`src/design/bde_pkg.sv`:
```
// Package for the button debounce and event detector.
// Holds register indexes, reset values, event bit positions and shared types.
// No dependencies.
`default_nettype none

package bde_pkg;

    // Widths fixed by the register map and the word layout
    localparam int CFG_BITS      = 16;
    localparam int CFG_IDX_BITS  = 3;
    localparam int EV_BITS       = 8;
    localparam int TIME_BITS_DEF = 16;
    localparam int S_TDATA_BITS  = 16;
    localparam int M_TDATA_BITS  = 16;

    // Register indexes on the configuration port
    localparam logic [CFG_IDX_BITS-1:0] REG_DEBOUNCE     = 3'd0;
    localparam logic [CFG_IDX_BITS-1:0] REG_LONG         = 3'd1;
    localparam logic [CFG_IDX_BITS-1:0] REG_VERY_LONG    = 3'd2;
    localparam logic [CFG_IDX_BITS-1:0] REG_DBL_PRESS    = 3'd3;
    localparam logic [CFG_IDX_BITS-1:0] REG_DBL_RELEASE  = 3'd4;
    localparam logic [CFG_IDX_BITS-1:0] REG_DBL_MIN      = 3'd5;
    localparam logic [CFG_IDX_BITS-1:0] REG_ACTIVE_HIGH  = 3'd6;

    // Register reset values
    localparam logic [CFG_BITS-1:0] DEBOUNCE_RST    = 16'd20;
    localparam logic [CFG_BITS-1:0] LONG_RST        = 16'd1000;
    localparam logic [CFG_BITS-1:0] VERY_LONG_RST   = 16'd3000;
    localparam logic [CFG_BITS-1:0] DBL_PRESS_RST   = 16'd400;
    localparam logic [CFG_BITS-1:0] DBL_RELEASE_RST = 16'd400;
    localparam logic [CFG_BITS-1:0] DBL_MIN_RST     = 16'd20;

    // Event flag bit positions
    localparam int EV_PRESS   = 0;
    localparam int EV_RELEASE = 1;
    localparam int EV_LONG    = 2;
    localparam int EV_VLONG   = 3;
    localparam int EV_CLICK   = 4;
    localparam int EV_DOUBLE  = 5;
    localparam int EV_LCLICK  = 6;
    localparam int EV_VLCLICK = 7;

    // Double press phases
    typedef enum logic [1:0] {
        DBL_IDLE   = 2'd0,
        DBL_FIRST  = 2'd1,
        DBL_GAP    = 2'd2,
        DBL_SECOND = 2'd3
    } dbl_phase_t;

    // Hold tracker report towards the top level
    typedef struct packed {
        logic [EV_BITS-1:0] set;
        logic               release_seen;
    } hold_evt_t;

endpackage

`default_nettype wire

```
`src/design/bde_debounce.sv`:
```
// Debouncer: tracks the raw level and its stable time, updates the pressed state.
// Depends on bde_pkg.
`default_nettype none

module bde_debounce #(
    parameter int TIME_BITS = bde_pkg::TIME_BITS_DEF
) (
    input  wire logic                         aclk,
    input  wire logic                         aresetn,
    input  wire logic                         en,
    input  wire logic                         lvl,
    input  wire logic                         active_high,
    input  wire logic [bde_pkg::CFG_BITS-1:0] debounce_ms,
    input  wire logic [TIME_BITS-1:0]         t_now,
    output logic                              pressed_next,
    output logic                              done_next
);

    localparam int CMP_BITS = (TIME_BITS > bde_pkg::CFG_BITS) ? TIME_BITS : bde_pkg::CFG_BITS;

    logic                 raw_last_reg, raw_last_next;
    logic [TIME_BITS-1:0] start_reg, start_next;
    logic                 done_reg;
    logic                 pressed_reg;
    logic [TIME_BITS-1:0] elapsed;

    assign elapsed = t_now - start_reg;

    // Restart the stable timer on a change, accept the level once it has held
    always_comb begin
        raw_last_next = raw_last_reg;
        start_next    = start_reg;
        done_next     = done_reg;
        pressed_next  = pressed_reg;
        if (lvl != raw_last_reg) begin
            start_next    = t_now;
            done_next     = 1'b0;
            raw_last_next = lvl;
        end else if (!done_reg &&
                     (CMP_BITS'(elapsed) > CMP_BITS'(debounce_ms))) begin
            done_next    = 1'b1;
            pressed_next = (lvl == active_high);
        end
    end

    always_ff @(posedge aclk) begin
        if (!aresetn) begin
            raw_last_reg <= 1'b0;
            start_reg    <= '0;
            done_reg     <= 1'b0;
            pressed_reg  <= 1'b0;
        end else if (en) begin
            raw_last_reg <= raw_last_next;
            start_reg    <= start_next;
            done_reg     <= done_next;
            pressed_reg  <= pressed_next;
        end
    end

endmodule

`default_nettype wire

```
`src/design/bde_hold.sv`:
```
// Hold tracker: press, release, long, very long and the click family by hold time.
// Depends on bde_pkg.
`default_nettype none

module bde_hold #(
    parameter int TIME_BITS = bde_pkg::TIME_BITS_DEF
) (
    input  wire logic                         aclk,
    input  wire logic                         aresetn,
    input  wire logic                         en,
    input  wire logic                         restart,
    input  wire logic                         pressed,
    input  wire logic [bde_pkg::CFG_BITS-1:0] long_ms,
    input  wire logic [bde_pkg::CFG_BITS-1:0] very_long_ms,
    input  wire logic [TIME_BITS-1:0]         t_now,
    output bde_pkg::hold_evt_t                evt
);

    localparam int CMP_BITS = (TIME_BITS > bde_pkg::CFG_BITS) ? TIME_BITS : bde_pkg::CFG_BITS;

    logic                 was_pressed_reg, was_pressed_next;
    logic                 timing_reg, timing_next;
    logic [TIME_BITS-1:0] start_reg, start_next;
    logic                 timing_cur;
    logic [TIME_BITS-1:0] start_cur;
    logic [TIME_BITS-1:0] held_ticks;
    logic [CMP_BITS-1:0]  held;
    logic [CMP_BITS-1:0]  long_lim;
    logic [CMP_BITS-1:0]  vlong_lim;

    // Restart drops hold timing before this tick is looked at
    assign timing_cur = restart ? 1'b0 : timing_reg;
    assign start_cur  = restart ? '0 : start_reg;
    // Wrap at the timer width before widening for the compare
    assign held_ticks = t_now - start_cur;
    assign held       = CMP_BITS'(held_ticks);
    assign long_lim   = CMP_BITS'(long_ms);
    assign vlong_lim  = CMP_BITS'(very_long_ms);

    always_comb begin
        was_pressed_next = was_pressed_reg;
        timing_next      = timing_cur;
        start_next       = start_cur;
        evt              = '0;
        if (was_pressed_reg) begin
            if (pressed) begin
                // Still held: flag long and very long once the time is past
                if (timing_cur) begin
                    evt.set[bde_pkg::EV_LONG]  = held > long_lim;
                    evt.set[bde_pkg::EV_VLONG] = held > vlong_lim;
                end
            end else begin
                // Released: classify the hold
                evt.set[bde_pkg::EV_RELEASE] = 1'b1;
                evt.release_seen             = 1'b1;
                if (timing_cur) begin
                    if (held < long_lim) begin
                        evt.set[bde_pkg::EV_CLICK] = 1'b1;
                    end else if (held < vlong_lim) begin
                        evt.set[bde_pkg::EV_LCLICK] = 1'b1;
                    end else begin
                        evt.set[bde_pkg::EV_VLCLICK] = 1'b1;
                    end
                end
                timing_next      = 1'b0;
                was_pressed_next = 1'b0;
            end
        end else if (pressed) begin
            evt.set[bde_pkg::EV_PRESS] = 1'b1;
            timing_next                = 1'b1;
            start_next                 = t_now;
            was_pressed_next           = 1'b1;
        end
    end

    always_ff @(posedge aclk) begin
        if (!aresetn) begin
            was_pressed_reg <= 1'b0;
            timing_reg      <= 1'b0;
            start_reg       <= '0;
        end else if (en) begin
            was_pressed_reg <= was_pressed_next;
            timing_reg      <= timing_next;
            start_reg       <= start_next;
        end
    end

endmodule

`default_nettype wire

```
`src/design/bde_double.sv`:
```
// Double press detector: four-phase machine with press, gap and minimum windows.
// Depends on bde_pkg.
`default_nettype none

module bde_double #(
    parameter int TIME_BITS = bde_pkg::TIME_BITS_DEF
) (
    input  wire logic                         aclk,
    input  wire logic                         aresetn,
    input  wire logic                         en,
    input  wire logic                         restart,
    input  wire logic                         pressed,
    input  wire logic [bde_pkg::CFG_BITS-1:0] press_max_ms,
    input  wire logic [bde_pkg::CFG_BITS-1:0] release_max_ms,
    input  wire logic [bde_pkg::CFG_BITS-1:0] min_ms,
    input  wire logic [TIME_BITS-1:0]         t_now,
    output logic                              double_seen,
    output logic                              busy_next
);

    localparam int CMP_BITS = (TIME_BITS > bde_pkg::CFG_BITS) ? TIME_BITS : bde_pkg::CFG_BITS;

    bde_pkg::dbl_phase_t  phase_reg, phase_next;
    logic [TIME_BITS-1:0] start_reg, start_next;
    logic [TIME_BITS-1:0] start_cur;
    logic [TIME_BITS-1:0] phase_ticks;
    logic [CMP_BITS-1:0]  d;
    logic                 over_press;
    logic                 over_release;
    logic                 past_min;

    assign start_cur    = restart ? '0 : start_reg;
    // Wrap at the timer width before widening for the compare
    assign phase_ticks  = t_now - start_cur;
    assign d            = CMP_BITS'(phase_ticks);
    assign over_press   = d > CMP_BITS'(press_max_ms);
    assign over_release = d > CMP_BITS'(release_max_ms);
    assign past_min     = d > CMP_BITS'(min_ms);

    // Next phase
    always_comb begin
        phase_next = phase_reg;
        case (phase_reg)
            bde_pkg::DBL_IDLE: begin
                if (pressed) phase_next = bde_pkg::DBL_FIRST;
            end
            bde_pkg::DBL_FIRST: begin
                if (over_press) phase_next = bde_pkg::DBL_IDLE;
                else if (!pressed && past_min) phase_next = bde_pkg::DBL_GAP;
            end
            bde_pkg::DBL_GAP: begin
                if (over_release) phase_next = bde_pkg::DBL_IDLE;
                else if (pressed && past_min) phase_next = bde_pkg::DBL_SECOND;
            end
            bde_pkg::DBL_SECOND: begin
                if (over_press) phase_next = bde_pkg::DBL_IDLE;
                else if (!pressed && past_min) phase_next = bde_pkg::DBL_IDLE;
            end
            default: phase_next = bde_pkg::DBL_IDLE;
        endcase
    end

    // Phase timer and double event
    always_comb begin
        start_next  = start_cur;
        double_seen = 1'b0;
        case (phase_reg)
            bde_pkg::DBL_IDLE: begin
                if (pressed) start_next = t_now;
            end
            bde_pkg::DBL_FIRST: begin
                if (!over_press && !pressed && past_min) start_next = t_now;
            end
            bde_pkg::DBL_GAP: begin
                if (!over_release && pressed && past_min) start_next = t_now;
            end
            bde_pkg::DBL_SECOND: begin
                if (!over_press && !pressed && past_min) begin
                    start_next  = '0;
                    double_seen = 1'b1;
                end
            end
            default: start_next = start_cur;
        endcase
    end

    assign busy_next = (phase_next != bde_pkg::DBL_IDLE);

    always_ff @(posedge aclk) begin
        if (!aresetn) begin
            phase_reg <= bde_pkg::DBL_IDLE;
            start_reg <= '0;
        end else if (en) begin
            phase_reg <= phase_next;
            start_reg <= start_next;
        end
    end

endmodule

`default_nettype wire

```
`src/design/button_debounce_event_detector_top.sv`:
```
// Button debounce and event detector, top level: tick counter, registers,
// sticky flags and the result register. Uses bde_pkg, bde_debounce, bde_hold, bde_double.
//
// Each input word is one millisecond tick carrying the raw pin level, a clear
// mask and a restart bit; each tick gives exactly one result word with the
// debounced pressed state, a debouncing flag, the eight event flags (press,
// release, long once per hold, very long, click, double, long click, very
// long click) as held before the clear mask, and a double-press busy flag.
// Per tick, all timer compares and the small phase machines sit
// between the state registers and a single result register, so one word is
// taken every cycle while the result side keeps up, and the input stalls only
// while a result is waiting and m_tready is low. Registers must be written through
// the cfg port only while no tick is in flight; the block does not enforce this.
`default_nettype none

module button_debounce_event_detector_top #(
    parameter int TIME_BITS = bde_pkg::TIME_BITS_DEF
) (
    input  wire logic                             aclk,
    input  wire logic                             aresetn,
    // Configuration writes
    input  wire logic                             cfg_wr_en,
    input  wire logic [bde_pkg::CFG_IDX_BITS-1:0] cfg_index,
    input  wire logic [bde_pkg::CFG_BITS-1:0]     cfg_data,
    // Tick words in
    input  wire logic                             s_tvalid,
    output logic                                  s_tready,
    // bit 0 pin_level, bits 8:1 clear_mask, bit 9 restart, bits 15:10 zero
    input  wire logic [bde_pkg::S_TDATA_BITS-1:0] s_tdata,
    // Result words out
    output logic                                  m_tvalid,
    input  wire logic                             m_tready,
    // bit 0 pressed, bit 1 debouncing, bits 9:2 event_flags, bit 10 double_busy,
    // bits 15:11 zero
    output logic [bde_pkg::M_TDATA_BITS-1:0]      m_tdata
);

    localparam int EVB = bde_pkg::EV_BITS;

    // Configuration registers
    logic [bde_pkg::CFG_BITS-1:0] debounce_ms_reg;
    logic [bde_pkg::CFG_BITS-1:0] long_ms_reg;
    logic [bde_pkg::CFG_BITS-1:0] very_long_ms_reg;
    logic [bde_pkg::CFG_BITS-1:0] dbl_press_ms_reg;
    logic [bde_pkg::CFG_BITS-1:0] dbl_release_ms_reg;
    logic [bde_pkg::CFG_BITS-1:0] dbl_min_ms_reg;
    logic                         active_high_reg;

    // Tick state
    logic [TIME_BITS-1:0] time_reg;
    logic [TIME_BITS-1:0] t_now;
    logic [EVB-1:0]       sticky_reg, sticky_next;
    logic                 long_rep_reg, long_rep_next;

    // Output register
    logic                            m_tvalid_reg;
    logic [bde_pkg::M_TDATA_BITS-1:0] m_tdata_reg, m_tdata_next;

    logic           accept;
    logic           pin_level;
    logic [EVB-1:0] clear_mask;
    logic           restart;
    logic           pressed_next;
    logic           done_next;
    logic           double_seen;
    logic           busy_next;
    logic [EVB-1:0] sticky_cur;
    logic [EVB-1:0] sticky_all;
    logic [EVB-1:0] report;
    logic           long_rep_mid;

    bde_pkg::hold_evt_t hold_evt;

    // Unpack the input word
    assign pin_level  = s_tdata[0];
    assign clear_mask = s_tdata[EVB:1];
    assign restart    = s_tdata[EVB+1];

    assign s_tready = !m_tvalid_reg || m_tready;
    assign accept   = s_tvalid && s_tready;
    assign t_now    = time_reg + TIME_BITS'(1);

    bde_debounce #(.TIME_BITS(TIME_BITS)) u_debounce (
        .aclk         (aclk),
        .aresetn      (aresetn),
        .en           (accept),
        .lvl          (pin_level),
        .active_high  (active_high_reg),
        .debounce_ms  (debounce_ms_reg),
        .t_now        (t_now),
        .pressed_next (pressed_next),
        .done_next    (done_next)
    );

    bde_hold #(.TIME_BITS(TIME_BITS)) u_hold (
        .aclk         (aclk),
        .aresetn      (aresetn),
        .en           (accept),
        .restart      (restart),
        .pressed      (pressed_next),
        .long_ms      (long_ms_reg),
        .very_long_ms (very_long_ms_reg),
        .t_now        (t_now),
        .evt          (hold_evt)
    );

    bde_double #(.TIME_BITS(TIME_BITS)) u_double (
        .aclk           (aclk),
        .aresetn        (aresetn),
        .en             (accept),
        .restart        (restart),
        .pressed        (pressed_next),
        .press_max_ms   (dbl_press_ms_reg),
        .release_max_ms (dbl_release_ms_reg),
        .min_ms         (dbl_min_ms_reg),
        .t_now          (t_now),
        .double_seen    (double_seen),
        .busy_next      (busy_next)
    );

    // Merge new events, show long once per hold, then drop the cleared flags
    always_comb begin
        sticky_cur   = restart ? '0 : sticky_reg;
        sticky_all   = sticky_cur | hold_evt.set;
        sticky_all[bde_pkg::EV_DOUBLE] = sticky_all[bde_pkg::EV_DOUBLE] | double_seen;
        long_rep_mid  = hold_evt.release_seen ? 1'b0 : long_rep_reg;
        report        = sticky_all;
        long_rep_next = long_rep_mid;
        if (sticky_all[bde_pkg::EV_LONG]) begin
            if (long_rep_mid) begin
                report[bde_pkg::EV_LONG] = 1'b0;
            end else begin
                long_rep_next = 1'b1;
            end
        end
        sticky_next  = sticky_all & ~clear_mask;
        m_tdata_next = {5'd0, busy_next, report, !done_next, pressed_next};
    end

    // Tick state
    always_ff @(posedge aclk) begin
        if (!aresetn) begin
            time_reg     <= '0;
            sticky_reg   <= '0;
            long_rep_reg <= 1'b0;
        end else if (accept) begin
            time_reg     <= t_now;
            sticky_reg   <= sticky_next;
            long_rep_reg <= long_rep_next;
        end
    end

    // Result word: load on accept, drop once taken
    always_ff @(posedge aclk) begin
        if (!aresetn) begin
            m_tvalid_reg <= 1'b0;
        end else if (accept) begin
            m_tvalid_reg <= 1'b1;
        end else if (m_tready) begin
            m_tvalid_reg <= 1'b0;
        end
    end

    always_ff @(posedge aclk) begin
        if (accept) begin
            m_tdata_reg <= m_tdata_next;
        end
    end

    assign m_tvalid = m_tvalid_reg;
    assign m_tdata  = m_tdata_reg;

    // Configuration writes; unknown indexes are ignored
    always_ff @(posedge aclk) begin
        if (!aresetn) begin
            debounce_ms_reg    <= bde_pkg::DEBOUNCE_RST;
            long_ms_reg        <= bde_pkg::LONG_RST;
            very_long_ms_reg   <= bde_pkg::VERY_LONG_RST;
            dbl_press_ms_reg   <= bde_pkg::DBL_PRESS_RST;
            dbl_release_ms_reg <= bde_pkg::DBL_RELEASE_RST;
            dbl_min_ms_reg     <= bde_pkg::DBL_MIN_RST;
            active_high_reg    <= 1'b0;
        end else if (cfg_wr_en) begin
            case (cfg_index)
                bde_pkg::REG_DEBOUNCE:    debounce_ms_reg    <= cfg_data;
                bde_pkg::REG_LONG:        long_ms_reg        <= cfg_data;
                bde_pkg::REG_VERY_LONG:   very_long_ms_reg   <= cfg_data;
                bde_pkg::REG_DBL_PRESS:   dbl_press_ms_reg   <= cfg_data;
                bde_pkg::REG_DBL_RELEASE: dbl_release_ms_reg <= cfg_data;
                bde_pkg::REG_DBL_MIN:     dbl_min_ms_reg     <= cfg_data;
                bde_pkg::REG_ACTIVE_HIGH: active_high_reg    <= cfg_data[0];
                default: ;
            endcase
        end
    end

endmodule

`default_nettype wire
```
`config.mk`:
```
export PLATFORM = sky130hd
export DESIGN_NAME = button_debounce_event_detector_top
export DESIGN_NICKNAME = d
export VERILOG_FILES = /design/src/design/bde_pkg.sv /design/src/design/bde_debounce.sv /design/src/design/bde_hold.sv /design/src/design/bde_double.sv /design/src/design/button_debounce_event_detector_top.sv
export SDC_FILE = /design/constraint.sdc
export NUM_CORES = 1
export LEC_CHECK = 0
export BUFFER_PORTS_ARGS = -buffer_cell sky130_fd_sc_hd__buf_2
export CORE_MARGIN = 4
export CORE_UTILIZATION = 40
export CTS_CLUSTER_DIAMETER = 200
export CTS_CLUSTER_SIZE = 24
export DETAILED_ROUTE_END_ITERATION = 7
export HOLD_SLACK_MARGIN = 0.02
export PLACE_DENSITY = 0.65
export SLEW_MARGIN = 40
export SYNTH_ARGS = -nofsm -noshare
export SYNTH_HDL_FRONTEND = slang
export SYNTH_SLANG_ARGS = --single-unit
export TNS_END_PERCENT = 100
```
`constraint.sdc`:
```
create_clock -name aclk -period 7.11 [get_ports aclk]
set_input_delay 0.3555 -clock aclk [delete_from_list [all_inputs] [get_ports aclk]]
set_output_delay 0.3555 -clock aclk [all_outputs]
set_load 0.1 [all_outputs]
```
After elaboration in Yosys (flattened, before gate mapping)

Cells that the tools add are included.

Mux-type cells: 49
Add/subtract/negate cells: 4
Bitwise operators: 4
Equality and inequality tests: 11
Order comparisons: 8
Reductions and logical operators: 27

Operator list:

| kind                                           | count |
|---|---|
| 2-to-1 mux 16 bit                              | 8 |
| > comparator 16 bit                            | 6 |
| case mux 16 bit (4 select lines)               | 1 |
| subtractor 16 bit                              | 3 |
| < comparator 16 bit                            | 2 |
| 2-to-1 mux 2 bit                               | 13 |
| 2-to-1 mux 1 bit                               | 24 |
| adder 16 x 1 -> 16 bit (second input constant) | 1 |
| AND reduction 2 bit                            | 8 |
| == test 3 bit (second input constant)          | 3 |
| AND 8 bit                                      | 1 |
| logical AND 1 bit                              | 8 |
| 2-to-1 mux 8 bit                               | 1 |
| NOT 8 bit                                      | 1 |
| bitwise OR 8 bit                               | 1 |
| case mux 2 bit (4 select lines)                | 1 |
| == test 3 x 2 -> 1 bit (second input constant) | 2 |
| zero test 1 bit                                | 6 |
| == test 2 bit (second input constant)          | 2 |
| 2-to-1 mux 4 bit                               | 1 |
| nonzero test 2 bit                             | 2 |
| == test 3 x 1 -> 1 bit (second input constant) | 1 |
| zero test 3 bit                                | 1 |
| == test 2 x 1 -> 1 bit (second input constant) | 1 |
| 5 further kinds                                | 5 |

Register bits after elaboration: 189

Logic depth before layout (Yosys ltp)

Depth after elaboration: 13
Gate-level depth with buffers: 32
Mapped depth without buffers: 27

Modules after synthesis

A second synthesis with hierarchy kept.

Cells, all modules: 1573
Area total of the unflattened synthesis: 12540.8 um^2

By module, submodules not included:

| module                             | area each (um^2) | instances | sequential area each (um^2) | cells an instance |
|---|---|---|---|---|
| button_debounce_event_detector_top | 5126.2           | 1         | 2792.7                      | 616 |
| bde_double                         | 3084.2           | 1         | 360.3                       | 401 |
| bde_hold                           | 2362.3           | 1         | 360.3                       | 300 |
| bde_debounce                       | 1968.1           | 1         | 380.4                       | 256 |

Worst setup path before layout

Ideal clock, no wire load.

Kind: input to register
Start point: input s_tdata[9] in the netlist's numbering
End point: register u_double.start_reg[14]
Slack: 230 ps
Library setup time: 60 ps
Buffers on the path: 6
Arrival: 6820 ps
Cell stages on the path: 30
Path through: buf_2 -> clkinv_1 -> clkbuf_1 -> clkbuf_1 -> clkbuf_1 -> clkbuf_1 -> nand2_1 -> ha_1 -> and3b_1 -> a211oi_2 -> a21oi_1 -> o211a_1 -> or3_4 -> a32o_1 -> a32o_1 -> o211ai_4 -> xnor2_1 -> ha_1 -> a41oi_1 -> o21ai_1 -> a21o_1 -> a21o_1 -> a21oi_1 -> nor2b_1 -> a2111oi_2 -> o31ai_1 -> a221o_1 -> a21oi_2 -> buf_4 -> a22o_1

Word-level cells in the longest chain between the ends: 8
Elaborated cells on any way between the ends: 16

RTL lines:

| element                                                  | RTL line                                             | source |
|---|---|---|
| start, declared                                          | button_debounce_event_detector_top.sv:29             | `input wire logic [bde_pkg::S_TDATA_BITS-1:0] s_tdata,` |
| 2-to-1 mux 16 bit (*)                                    | bde_double.sv:32                                     | `assign start_cur = restart ? '0 : start_reg;` |
| subtractor 16 bit                                        | bde_double.sv:34                                     | `assign phase_ticks = t_now - start_cur;` |
| > comparator 16 bit, on equally long branches            | bde_double.sv:36, bde_double.sv:37                   |  |
| zero test 1 bit, on equally long branches                | bde_double.sv:72, bde_double.sv:78, bde_double.sv:75 |  |
| logical AND 1 bit, on equally long branches (2 in a row) | bde_double.sv:72, bde_double.sv:78, bde_double.sv:75 |  |
| 2-to-1 mux 16 bit, on equally long branches              | bde_double.sv:78, bde_double.sv:72, bde_double.sv:75 |  |
| case mux 16 bit (4 select lines) (*)                     | bde_double.sv:67                                     | `case (phase_reg)` |
| end signal, assigned                                     | bde_double.sv:95                                     | `start_reg <= start_next;` |
| end, declared                                            | bde_double.sv:24                                     | `logic [TIME_BITS-1:0] start_reg, start_next;` |

Every way passes the cells marked *; elsewhere a longest branch is shown, timed or not.
A chain may end at the register's enable or synchronous reset.

Final worst setup path

Start point: register time_reg[1]
End point: register u_double.start_reg[9]

Word-level cells in the longest chain between the ends: 11
Elaborated cells on any way between the ends: 22

RTL lines:

| element                                     | RTL line                                  | source |
|---|---|---|
| start, declared                             | button_debounce_event_detector_top.sv:50  | `logic [TIME_BITS-1:0] time_reg;` |
| start signal, assigned                      | button_debounce_event_detector_top.sv:147 | `time_reg <= t_now;` |
| adder 16 x 1 -> 16 bit (*)                  | button_debounce_event_detector_top.sv:81  | `assign t_now = time_reg + TIME_BITS'(1);` |
| net t_now[1]                                | button_debounce_event_detector_top.sv:51  | `logic [TIME_BITS-1:0] t_now;` |
| subtractor 16 bit                           | bde_debounce.sv:27                        | `assign elapsed = t_now - start_reg;` |
| > comparator 16 bit                         | bde_debounce.sv:40                        | `(CMP_BITS'(elapsed) > CMP_BITS'(debounce_ms))) begin` |
| logical AND 1 bit                           | bde_debounce.sv:39                        | `end else if (!done_reg &&` |
| 2-to-1 mux 1 bit                            | bde_debounce.sv:39                        |  |
| 2-to-1 mux 1 bit                            | bde_debounce.sv:35                        | `if (lvl != raw_last_reg) begin` |
| zero test 1 bit                             | bde_double.sv:72, bde_double.sv:78        |  |
| logical AND 1 bit (2 in a row)              | bde_double.sv:72, bde_double.sv:78        |  |
| 2-to-1 mux 16 bit, on equally long branches | bde_double.sv:78, bde_double.sv:72        |  |
| case mux 16 bit (4 select lines) (*)        | bde_double.sv:67                          |  |

Mark *: on every way through the listed nets, which the timed path passes. The rest lies on a longest branch.

==> results.yml <==
logic_synthesis:
  synthTopCellsByArea: "dfxtp_1, ha_1, nand2_1"
  avgSynthCellArea_um2: 8.07
  syn_inst: 1496
  synthArstFlopShare_pct: 0
  synthMostInstantiatedCell: "nand2_1"
  synth_top_area_cell: "dfxtp_1"
  syn_area_mm2: 0.0121
  synth_seq_cells: 188
  ys.flop_type: "dfxtp_1"
  synth_cell_types: 81
  synth_commonest_cells: "nand2_1, dfxtp_1, inv_1"
  synth_edf_count: 11
  synth_warnings: 0
  ys_seq_area_share_pct: 32.1
  synth_top_area_share_pct: 29.3
global_routing:
  grt_overflow: 0
  antenna_found_initial: 0
  grt_pass1_wl_mm: 54.4
  grt_pass1_vias: 10200
  grt_max_degree: 76
  grtUsageTotal_pct: 20.5
clock_network:
  cts.sinks: 188
  clockBufferDepth: 2
  clockRootBuffer: "clkbuf_16"
  cts_buffers: 17
  htree_levels: 4
  cts_tree: "yes"
  insertion_delay_ps: 450
  path_clk_slew_ps: 90
timing:
  rsz0062_at_grt: "no"
  finalHoldViolCount: 0
  layout_setup_ws_ps: 651
  slew_violations: 0
  fmax_mhz: 155
  tns_ps: 0
  slew_headroom_pct: 46.3
  setup_violations: 0
  tightest_slew_ps: 799
  fin_crit_sh_pct: 90.8
  finClkSkew_ps: 18.2
  period_needed_ps: 6460
worst_setup_path:
  cp.arrival_ps: 6850
  setup.worst_path.class: "reg2reg"
  cp-end-kind: "flip-flop"
  r2r_cells: 25
  cp_max_fo: 16
  cp-start-kind: "flip-flop"
  worst_ep_required_time_ps: 7500
  worstReg2RegStart: "time_reg[1]$_SDFFE_PN0P_"
  r2r-end: "u_double.start_reg[9]$_SDFFE_PN0P_"
  reg2reg_slack_ps: 650
cells_and_area:
  fin_util_pct: 45.1
  ff_latch_area_mm2: 0.00387
  final_layout_size_suffix_gt1_share_pct: 9.79
  syn_to_final_growth_pct: 11.1
  nFillCells: 2937
  diodes: 0
  layout.nets: 1696
  fin_cells: 1933
  multiInputGateArea_mm2: 0.00741
drt:
  vias: 10500
  drtAntennaViolNets: 0
  drt_iter0_drc: 848
  viasPerCell: 5.44
  drtPass1Iterations: 8
  routedWlPerCell_um: 17.4
  drc: 0
  routed_wl_mm: 33.7
placed_design:
  place.gp.congestion: 0.865
  pre_cts_slack_ps: 498
  io_buffers: 46
  place_inst: 1900
  dpl.hpwl_mm: 24.8
power_and_ir_drop:
  internal_power_mw: 1.92
  pwr_density_cell_mw_per_mm2: 225
  total_power_mw: 3.01
  p_seq_share_pct: 37.2
  netSwitchingFraction_pct: 36.2
  ir_drop_mv: 0.152
  leakagePower_nw: 5.37
  comb_power_share_pct: 30.4
  power.switching_mw: 1.09
  clockPowerShare_pct: 32.4
min_path:
  min_from: "s_tvalid"
  min_path_cells: 3
  min_path_type: "in2reg"
  hold_end: "m_tvalid$_SDFFE_PN0P_"
die:
  fp.coreArea_mm2: 0.0297
  pin_count: 58
  rows: 63
  die_w_um: 182
  die_area_mm2: 0.0330
  initial_utilization_pct: 40.6
  die_y_um: 182
run:
  cap_violations: 0
status:
  outcome: "completed"
## metal layers
metal | global-route usage [%] | routed length [µm]
met1 | 27.3 | 15400
met2 | 33.6 | 15400
met3 | 3.35 | 1880
met4 | 7.69 | 1040
met5 | 0 | 0
## worst max-delay path: stages (launching register included)
cell       delay [ps]
dfxtp_1           330
ha_1              470
inv_1             210
fa_1              480
inv_1              70
a21o_1            120
maj3_2            240
a2111oi_2          90
a211oi_2          450
a21oi_1           170
o22ai_1           240
nand3_1           160
xnor2_1           420
ha_1              350
a41oi_1           170
o21ai_1           100
a21o_1            190
a21o_1            170
a21oi_1           130
nor2b_1            80
a2111oi_2         650
o31ai_1           230
a221o_1           400
a21oi_4           160
buf_12            170
a22o_1            150
## cell families after synthesis
family / synth area share [%]
DFF: 32.1
and+or+nand+nor: 17.3
adders and majority gates: 13.7
AOI/OAI and AO/OA: 22.1
muxes: 0.425
xor gates and xnor gates: 7.50
buffers and inverters: 6.96
other: 0.0311
## cell usage in the layout (no fill, tap or decap), drive strengths merged, types with 11 or more instances in the layout
master,instances
o211ai,26
o31ai,11
edfxtp,11
dfxtp,177
clkbuf,17
o21ai,50
a22o,17
nand2b,13
nor2,89
nor2b,24
nand2,253
ha,123
a22oi,17
nand3,18
a21o,29
a21oi,130
nor3,17
inv,151
buf,80
xnor2,70
a211oi,25
o21a,31
nand4,25
xor2,24
## power by group through the flow
stage | clock (mW) | combinational, mW | sequential [mW]
after CTS | 0.992 | 0.912 | 1.12
final | 0.976 | 0.916 | 1.12
after global placement | 0 | 0.883 | 1.15
after detailed placement | 0 | 0.902 | 1.15
after floorplan | 0 | 0.596 | 1.19
after global routing | 1.04 | 1.02 | 1.13
## what timing repair did
item	in CTS	in global routing
buffers inserted	0	1
hold buffers	0	0
endpoints found under the hold margin	0	0
resized for setup	0	1
setup endpoints to repair	0	18
## how the worst max path moves through the flow
stage                        startpoint                                   to  slack [ps]  cells after the start
6_report       time_reg[1]$_SDFFE_PN0P_   u_double.start_reg[9]$_SDFFE_PN0P_         650                     25
2_1_floorplan                s_tdata[9]  u_double.start_reg[14]$_SDFFE_PN0P_         230                     30
3_3_place_gp   time_reg[1]$_SDFFE_PN0P_   u_double.start_reg[8]$_SDFFE_PN0P_         440                     24
4_1_cts        time_reg[1]$_SDFFE_PN0P_   u_double.start_reg[0]$_SDFFE_PN0P_         460                     25
3_5_place_dp   time_reg[1]$_SDFFE_PN0P_   u_double.start_reg[0]$_SDFFE_PN0P_         500                     25
5_1_grt        time_reg[1]$_SDFFE_PN0P_   u_double.start_reg[9]$_SDFFE_PN0P_         130                     28
## stage by stage
step                      hold slack [ps]  instance area (µm²)
final                                 137                13400
after global routing                  145                13400
after CTS                             134                13400
after detailed placement              446                12800
after global placement                440                12800
after floorplan                       431                12100
## layout make-up
class	count	share of cell area, %
Tap cell	390	3.64
Clock buffer	17	3.17
Inverter	145	4.08
Sequential cell	188	28.9
Timing Repair Buffer	80	3.74
Clock inverter	15	1.24
Multi-Input combinational cell	1098	55.3
Power figures use the tool's default switching activity.
